===== src/rtl/pcmdm_pkg.sv =====
// ----------------------------------------------------------------------------
// pcmdm_pkg
// Shared types and constants for the PCM mono downmix block.
// ----------------------------------------------------------------------------
package pcmdm_pkg;

  localparam int MAX_CHANNELS = 8;
  localparam int OUT_BITS     = 24;

  localparam int IN_W       = 32;
  localparam int CNT_W      = 4;
  localparam int IDX_W      = (MAX_CHANNELS > 1) ? $clog2(MAX_CHANNELS) : 1;
  localparam int SUM_W      = OUT_BITS + IDX_W;
  localparam int DIV_CNT_W  = $clog2(SUM_W);
  localparam int CFG_IDX_W  = 3;
  localparam int CFG_DATA_W = 4;

  localparam logic [1:0] WIDTH_8  = 2'd0;
  localparam logic [1:0] WIDTH_16 = 2'd1;
  localparam logic [1:0] WIDTH_32 = 2'd2;

  typedef enum logic [CFG_IDX_W-1:0] {
    REG_WIDTH    = 3'd0,
    REG_FLOAT    = 3'd1,
    REG_SIGNED   = 3'd2,
    REG_ENDIAN   = 3'd3,
    REG_CHANNELS = 3'd4
  } cfg_reg_t;

  typedef struct packed {
    logic [1:0]       width_code;
    logic             is_float;
    logic             is_signed;
    logic             big_endian;
    logic [CNT_W-1:0] channel_count;
  } cfg_t;

  typedef enum logic [2:0] {
    ST_IDLE,
    ST_NORM,
    ST_ACC,
    ST_DIV,
    ST_SEND
  } state_t;

  typedef struct packed {
    logic             start;
    logic [SUM_W-1:0] dividend;
    logic [CNT_W-1:0] divisor;
  } div_req_t;

  typedef struct packed {
    logic             done;
    logic [SUM_W-1:0] quotient;
  } div_rsp_t;

endpackage


===== src/rtl/pcmdm_norm.sv =====
// ----------------------------------------------------------------------------
// pcmdm_norm
// Decodes one raw sample (8/16/32-bit integer or 32-bit float, either byte
// order) into signed Q1.(OUT_BITS-1), saturating floats at -1.0 and just under +1.0.
// ----------------------------------------------------------------------------
module pcmdm_norm
  import pcmdm_pkg::*;
(
  input  cfg_t                       cfg,
  input  logic [IN_W-1:0]            raw,
  output logic signed [OUT_BITS-1:0] value
);

  localparam int INT_SHIFT = 32 - OUT_BITS;
  localparam logic [31:0] RND = 32'((64'd1 << INT_SHIFT) - 64'd1);

  logic [31:0]        w;
  logic [15:0]        h;
  logic [7:0]         s8;
  logic [15:0]        s16;
  logic [31:0]        i32;
  logic [31:0]        adj;
  logic               f_sign;
  logic [7:0]         f_exp;
  logic [22:0]        f_man;
  logic [23:0]        mant;
  logic [7:0]         e_eff;
  logic signed [9:0]  sh;
  logic [9:0]         rs;
  logic [31:0]        q;
  logic [OUT_BITS-1:0] f_val;

  assign w = cfg.big_endian ? {raw[7:0], raw[15:8], raw[23:16], raw[31:24]} : raw;
  assign h = cfg.big_endian ? {raw[7:0], raw[15:8]} : raw[15:0];

  assign s8  = cfg.is_signed ? raw[7:0] : {~raw[7], raw[6:0]};
  assign s16 = cfg.is_signed ? h : {~h[15], h[14:0]};
  assign i32 = cfg.is_signed ? w : {~w[31], w[30:0]};
  // bias negatives so the arithmetic shift truncates toward zero
  assign adj = i32 + (i32[31] ? RND : 32'd0);

  assign f_sign = w[31];
  assign f_exp  = w[30:23];
  assign f_man  = w[22:0];

  always_comb begin
    mant  = (f_exp == 8'd0) ? {1'b0, f_man} : {1'b1, f_man};
    e_eff = (f_exp == 8'd0) ? 8'd1 : f_exp;
    sh    = $signed({2'b00, e_eff}) - 10'sd150 + 10'(OUT_BITS - 1);
    rs    = 10'(-sh);
    if (sh >= 0) begin
      q = 32'(mant) << sh[4:0];
    end else if (rs >= 10'd32) begin
      q = 32'd0;
    end else begin
      q = 32'(mant) >> rs[4:0];
    end
    if (f_exp == 8'hFF && f_man != 23'd0) begin
      f_val = '0;
    end else if (f_exp >= 8'd127) begin
      f_val = f_sign ? {1'b1, {(OUT_BITS-1){1'b0}}} : {1'b0, {(OUT_BITS-1){1'b1}}};
    end else begin
      f_val = f_sign ? OUT_BITS'(-q) : q[OUT_BITS-1:0];
    end
  end

  always_comb begin
    case (cfg.width_code)
      WIDTH_8:  value = {s8, {(OUT_BITS-8){1'b0}}};
      WIDTH_16: value = {s16, {(OUT_BITS-16){1'b0}}};
      WIDTH_32: value = cfg.is_float ? f_val : adj[31:INT_SHIFT];
      default:  value = '0;
    endcase
  end

endmodule


===== src/rtl/pcmdm_div.sv =====
// ----------------------------------------------------------------------------
// pcmdm_div
// Restoring divider, one quotient bit per cycle, unsigned dividend by a
// small channel count.
// ----------------------------------------------------------------------------
module pcmdm_div
  import pcmdm_pkg::*;
(
  input  logic     clk,
  input  logic     rst,
  input  div_req_t req,
  output div_rsp_t rsp
);

  logic                 busy;
  logic                 done;
  logic [DIV_CNT_W-1:0] cnt;
  logic [CNT_W-1:0]     rem;
  logic [SUM_W-1:0]     quo;
  logic [CNT_W-1:0]     dvs;
  logic [CNT_W:0]       trial;
  logic                 ge;
  logic [CNT_W:0]       diff;

  assign trial = {rem, quo[SUM_W-1]};
  assign ge    = trial >= {1'b0, dvs};
  assign diff  = trial - {1'b0, dvs};

  always_ff @(posedge clk) begin
    if (rst) begin
      busy <= 1'b0;
      done <= 1'b0;
      cnt  <= '0;
    end else begin
      done <= 1'b0;
      if (req.start) begin
        busy <= 1'b1;
        cnt  <= DIV_CNT_W'(SUM_W - 1);
      end else if (busy) begin
        cnt <= cnt - 1'b1;
        if (cnt == '0) begin
          busy <= 1'b0;
          done <= 1'b1;
        end
      end
    end
  end

  always_ff @(posedge clk) begin
    if (req.start) begin
      quo <= req.dividend;
      rem <= '0;
      dvs <= req.divisor;
    end else if (busy) begin
      quo <= {quo[SUM_W-2:0], ge};
      rem <= ge ? diff[CNT_W-1:0] : trial[CNT_W-1:0];
    end
  end

  assign rsp = '{done: done, quotient: quo};

endmodule


===== src/rtl/pcm_sample_to_mono_downmix_core.sv =====
// ----------------------------------------------------------------------------
// pcm_sample_to_mono_downmix_core
// Takes one PCM sample per transaction, channels interleaved, normalizes it
// to signed Q1.23 and sums the frame. After the last channel of a frame the
// sum is divided by the channel count (truncating toward zero) and sent out
// as one mono sample. A sample that does not close a frame keeps in_ready low
// while it is normalized (ST_NORM) and added to the sum (ST_ACC), so no new
// sample is taken before the block is through with the last one. A sample
// that closes a frame goes through ST_NORM and ST_ACC, then ST_DIV in the
// restoring divider (one quotient bit per cycle over the 27-bit frame sum)
// and ST_SEND, which hands the result over once the output register is
// empty or its previous result is being taken. The finished mono sample
// sits in that output register, so the next frame starts while it waits.
// Configuration registers are written through cfg_we/cfg_index/cfg_data and
// must only be changed while the block is idle.
// ----------------------------------------------------------------------------
module pcm_sample_to_mono_downmix_core
  import pcmdm_pkg::*;
(
  input  logic                       clk,
  input  logic                       rst,
  input  logic                       cfg_we,
  input  logic [CFG_IDX_W-1:0]       cfg_index,
  input  logic [CFG_DATA_W-1:0]      cfg_data,
  input  logic                       in_valid,
  output logic                       in_ready,
  input  logic [IN_W-1:0]            sample_bytes,
  output logic                       out_valid,
  input  logic                       out_ready,
  output logic signed [OUT_BITS-1:0] mono_sample
);

  localparam int CMP_W = ((IDX_W > CNT_W) ? IDX_W : CNT_W) + 1;

  state_t                      state;
  state_t                      state_next;
  cfg_t                        cfg;
  logic [IN_W-1:0]             sample_reg;
  logic signed [OUT_BITS-1:0]  norm_out;
  logic signed [OUT_BITS-1:0]  norm_val;
  logic signed [SUM_W-1:0]     frame_sum;
  logic signed [SUM_W-1:0]     total;
  logic [IDX_W-1:0]            channel_index;
  logic [CNT_W-1:0]            cnt_eff;
  logic                        close_frame;
  logic                        neg;
  logic                        load_out;
  logic                        div_start;
  logic [OUT_BITS-1:0]         quo_low;
  div_req_t                    div_req;
  div_rsp_t                    div_rsp;

  // configuration registers
  always_ff @(posedge clk) begin
    if (rst) begin
      cfg.width_code    <= WIDTH_16;
      cfg.is_float      <= 1'b0;
      cfg.is_signed     <= 1'b1;
      cfg.big_endian    <= 1'b0;
      cfg.channel_count <= CNT_W'(2);
    end else if (cfg_we) begin
      case (cfg_index)
        REG_WIDTH:    cfg.width_code    <= cfg_data[1:0];
        REG_FLOAT:    cfg.is_float      <= cfg_data[0];
        REG_SIGNED:   cfg.is_signed     <= cfg_data[0];
        REG_ENDIAN:   cfg.big_endian    <= cfg_data[0];
        REG_CHANNELS: cfg.channel_count <= cfg_data[CNT_W-1:0];
        default: ;
      endcase
    end
  end

  // zero counts as one channel, large counts clamp to the supported maximum
  always_comb begin
    if (cfg.channel_count == '0) begin
      cnt_eff = CNT_W'(1);
    end else if (CMP_W'(cfg.channel_count) > CMP_W'(MAX_CHANNELS)) begin
      cnt_eff = CNT_W'(MAX_CHANNELS);
    end else begin
      cnt_eff = cfg.channel_count;
    end
  end

  pcmdm_norm u_norm (
    .cfg   (cfg),
    .raw   (sample_reg),
    .value (norm_out)
  );

  assign total = frame_sum + {{(SUM_W-OUT_BITS){norm_val[OUT_BITS-1]}}, norm_val};
  assign close_frame = !((CMP_W'(channel_index) + CMP_W'(1)) < CMP_W'(cnt_eff));

  assign div_req = '{start:    div_start,
                     dividend: total[SUM_W-1] ? SUM_W'(-total) : total,
                     divisor:  cnt_eff};

  pcmdm_div u_div (
    .clk (clk),
    .rst (rst),
    .req (div_req),
    .rsp (div_rsp)
  );

  always_ff @(posedge clk) begin
    if (rst) begin
      state <= ST_IDLE;
    end else begin
      state <= state_next;
    end
  end

  always_comb begin
    state_next = state;
    in_ready   = 1'b0;
    div_start  = 1'b0;
    load_out   = 1'b0;
    case (state)
      ST_IDLE: begin
        in_ready = 1'b1;
        if (in_valid) begin
          state_next = ST_NORM;
        end
      end
      ST_NORM: state_next = ST_ACC;
      ST_ACC: begin
        if (close_frame) begin
          div_start  = 1'b1;
          state_next = ST_DIV;
        end else begin
          state_next = ST_IDLE;
        end
      end
      ST_DIV: begin
        if (div_rsp.done) begin
          state_next = ST_SEND;
        end
      end
      ST_SEND: begin
        if (!out_valid || out_ready) begin
          load_out   = 1'b1;
          state_next = ST_IDLE;
        end
      end
      default: state_next = ST_IDLE;
    endcase
  end

  always_ff @(posedge clk) begin
    if (in_valid && in_ready) begin
      sample_reg <= sample_bytes;
    end
    if (state == ST_NORM) begin
      norm_val <= norm_out;
    end
    if (state == ST_ACC) begin
      neg <= total[SUM_W-1];
    end
  end

  always_ff @(posedge clk) begin
    if (rst) begin
      frame_sum     <= '0;
      channel_index <= '0;
    end else if (state == ST_ACC) begin
      if (close_frame) begin
        frame_sum     <= '0;
        channel_index <= '0;
      end else begin
        frame_sum     <= total;
        channel_index <= channel_index + 1'b1;
      end
    end
  end

  assign quo_low = div_rsp.quotient[OUT_BITS-1:0];

  always_ff @(posedge clk) begin
    if (rst) begin
      out_valid <= 1'b0;
    end else if (load_out) begin
      out_valid <= 1'b1;
    end else if (out_ready) begin
      out_valid <= 1'b0;
    end
  end

  always_ff @(posedge clk) begin
    if (load_out) begin
      mono_sample <= neg ? $signed(-quo_low) : $signed(quo_low);
    end
  end

endmodule


===== config.mk =====
export PLATFORM = sky130hd
export DESIGN_NAME = pcm_sample_to_mono_downmix_core
export DESIGN_NICKNAME = d
export VERILOG_FILES = /design/src/rtl/pcmdm_pkg.sv /design/src/rtl/pcmdm_norm.sv /design/src/rtl/pcmdm_div.sv /design/src/rtl/pcm_sample_to_mono_downmix_core.sv
export SDC_FILE = /design/constraint.sdc
export NUM_CORES = 1
export LEC_CHECK = 0
export ABC_AREA = 1
export BUFFER_PORTS_ARGS = -buffer_cell sky130_fd_sc_hd__buf_2
export CORE_ASPECT_RATIO = 1.5
export CORE_UTILIZATION = 25
export CTS_CLUSTER_SIZE = 24
export DETAILED_ROUTE_END_ITERATION = 6
export HOLD_SLACK_MARGIN = 0.15
export SYNTH_ARGS = -nofsm -noshare
export SYNTH_HDL_FRONTEND = slang
export SYNTH_SLANG_ARGS = --single-unit

===== constraint.sdc =====
create_clock -name clk -period 6.5 [get_ports clk]
set_input_delay 1.3 -clock clk [delete_from_list [all_inputs] [get_ports clk]]
set_output_delay 1.3 -clock clk [all_outputs]
set_load 0.01 [all_outputs]

==> flow_metrics.py <==
metrics = {
    "grt": {
        "grt_overflow": 0,
        "grt_pass1_vias": 13500,
        "track_usage": 0.163,
        "grt_antenna_before_repair": 0,
        "grt_max_degree": 49,
        "grt_pass1_wl_um": 71500,
    },
    "floorplan": {
        "start_util": 0.253,
        "rows": 105,
        "num_io_pins": 70,
        "fp.dieH_um": 290,
        "core_um2": 54800,
        "die_x_um": 194,
        "die_area_um2": 56400,
    },
    "worst_setup_path": {
        "path_max_fanout": 29,
        "crit_top_cell": "nand2_1",
        "r2r-start": "cfg[4]$_SDFFE_PP0P_",
        "required_ns": 6.67,
        "slowest_delay_ns": 0.70,
        "slowest_stage": "dfxtp_1",
        "start_kind": "flop",
        "end_kind": "flop",
        "critical_path.startpoint": "cfg[4]$_SDFFE_PP0P_",
        "crit_type": "reg -> reg",
        "arrival_ns": 6.10,
    },
    "yosys": {
        "synth_cell_types": 56,
        "avgSynthCellArea_um2": 6.70,
        "synth_edf_count": 112,
        "postSynth.asyncResetShare": 0,
        "ys.flop_type": "edfxtp_1",
        "synth_area_leaders": "edfxtp_1, nand2_1, nand3_1",
        "ys.warnings.count": 0,
        "syn_nets": 2163,
        "netlist.area_leader.share": 0.243,
        "yosysSeqAreaShare": 0.321,
        "yosysTopAreaCell": "edfxtp_1",
        "synth-seq-cells": 166,
        "syn_area_um2": 13900,
        "netlist_instances": 2069,
    },
    "pwr": {
        "powerDensity_nw_per_um2": 453,
        "seq_power_share": 0.221,
        "switching_power_uw": 3720,
        "ir_worst_vdd_mv": 0.204,
        "p_comb_frac": 0.639,
        "total_power_uw": 6970,
        "pwr-share-clk": 0.140,
        "swShare": 0.534,
        "power.internal_uw": 3250,
        "leakage_uw": 0.00690,
    },
    "clock_network": {
        "cts_buffer_depth": 2,
        "cts_tree": "done",
        "post_cts_resized": 0,
        "post_cts_buffers": 0,
        "root_buffer": "clkbuf_16",
        "insertion_delay_ns": 0.45,
        "cts.clk_slew.worst_paths_ns": 0.07,
        "htree_levels": 4,
        "numCtsBuffers": 17,
        "clkSinkCount": 166,
        "postCtsHoldBufs": 0,
    },
    "placed_design": {
        "dp.cells": 2770,
        "dp_hpwl_um": 36200,
        "port_buffers": 69,
        "dpl_cell_area_um2": 14800,
        "place_congestion": 0.951,
    },
    "layout": {
        "design_area_um2": 15400,
        "drive_gt1_frac": 0.0883,
        "final_util": 0.281,
        "diodes": 0,
        "seqCellArea_um2": 4440,
        "layout.nets": 2188,
        "multi_input_area_um2": 8230,
        "syn_to_final_growth_pct": 11.1,
        "largest_reg_flops": 32,
        "fillers": 6055,
        "fin_cells": 2802,
    },
    "timing": {
        "skew_ns": 0.0135,
        "fin_tns_setup_ns": 0,
        "fin_crit_sh": 0.912,
        "relSlewSlack": 0.270,
        "slew_viol_final": 0,
        "max_freq_mhz": 169,
        "setup_viol": 0,
        "hold_violations": 0,
        "worstMarginPinSlew_ns": 1.09,
        "grt_setup_unrepaired": "no",
        "fin_crit_ns": 5.93,
    },
    "route": {
        "vias_per_cell": 4.94,
        "ant_nets": 0,
        "first_pass_iters": 6,
        "drt-initial-drc-count": 1098,
        "drt_wl_total_um": 45800,
        "drc": 0,
        "vias": 13800,
        "wl_per_cell_um": 16.4,
    },
    "worst_hold_path": {
        "hold_path_class": "reg -> reg",
        "min_from": "u_div.cnt[0]$_SDFFE_PP0P_",
    },
    "run_status": {
        "outcome": "finished, final reports clean",
    },
    "job": {
        "cap_violations": 0,
    },
}
-- worst paths after layout --
path,slack [ns],cells past startpoint,to
worst max-delay path,0.57,28,norm_val[16]$_DFFE_PP_
worst min-delay path,0.47,2,u_div.cnt[0]$_SDFFE_PP0P_
worst max register to register,0.57,28,norm_val[16]$_DFFE_PP_
worst min register to register,0.47,2,u_div.cnt[0]$_SDFFE_PP0P_
-- cells in the mapped netlist, drive strengths merged, types with 2 or more instances --
master,n
nand2,583
nand3,256
inv,219
nor2,188
a21oi,158
o21ai,124
edfxtp,112
xor2,69
dfxtp,54
ha,48
clkbuf,42
nor3,38
buf,35
nand4,35
xnor2,20
o211ai,17
o21bai,9
nor4,8
or2,8
o31ai,7
a211oi,5
a22oi,4
a31oi,4
clkinv,4
a21boi,3
nand3b,3
and3,2
fa,2
o21a,2
o41ai,2
-- cell type report --
| cell class | count | share of cell area |
|---|---|---|
| multi-input cells | 1603 | 0.534 |
| clock inverters | 13 | 0.00796 |
| well taps | 695 | 0.0565 |
| inverters | 223 | 0.0544 |
| repair buffers | 83 | 0.0293 |
| clock buffers | 19 | 0.0288 |
| flip-flops and latches | 166 | 0.289 |
-- stage by stage --
stage	hold WS [ns]	worst slack (ns)
final	0.466	0.570
after floorplan	0.441	2.48
after detailed placement	0.459	0.862
after CTS	0.469	0.842
after global placement	0.453	0.920
after global routing	0.491	0.0312
-- placed cells by master (no fill, tap or decap), types with 9 or more instances in the layout --
master,n
o211ai_1,17
inv_1,204
a21oi_1,157
buf_4,14
nor2_1,172
nor2_2,9
ha_1,48
nand3_1,253
o21ai_0,97
xor2_1,68
o21ai_1,24
clkbuf_16,17
dfxtp_1,54
edfxtp_1,112
buf_2,69
nand2_2,18
inv_2,15
nand4_1,34
xnor2_1,20
nand2_1,560
nor3_1,36
-- power by group through the flow --
stage	sequential [uW]	combinational, uW	clock [uW]
6_report	1540	4450	979
5_1_grt	1560	5000	1050
4_1_cts	1540	4390	1000
3_5_place_dp	1560	4370	0
3_3_place_gp	1560	4380	0
2_1_floorplan	1520	3270	0
-- cells by family (layout without fill, tap and decap cells) --
logic type,after synthesis,in the layout,synth area share
AOI/OAI and AO/OA,340,340,0.134
xor gates and xnor gates,89,89,0.0568
adders and majority gates,50,50,0.0462
buffers and inverters,300,338,0.0872
DFF,166,166,0.321
and+or+nand+nor,1124,1124,0.355
-- critical path, delay by kind of cell, from the launching register on --
family / cells / cell delay, ns
AO/OA/AOI/OAI: 2 / 0.84
AND/OR/NAND/NOR: 23 / 3.17
flip-flops: 1 / 0.70
buffers and inverters: 3 / 0.91
-- layer usage --
metal,routed length [um],track usage,part of all wire,vias to the layer above
met1,17200,0.164,0.37,6315
met2,23700,0.307,0.52,415
met4,3350,0.120,0.073,0
met5,0,0,0,-
met3,1600,0.0195,0.035,163
li1,-,-,-,6949
No activity file was read; power rests on OpenSTA's default activity.
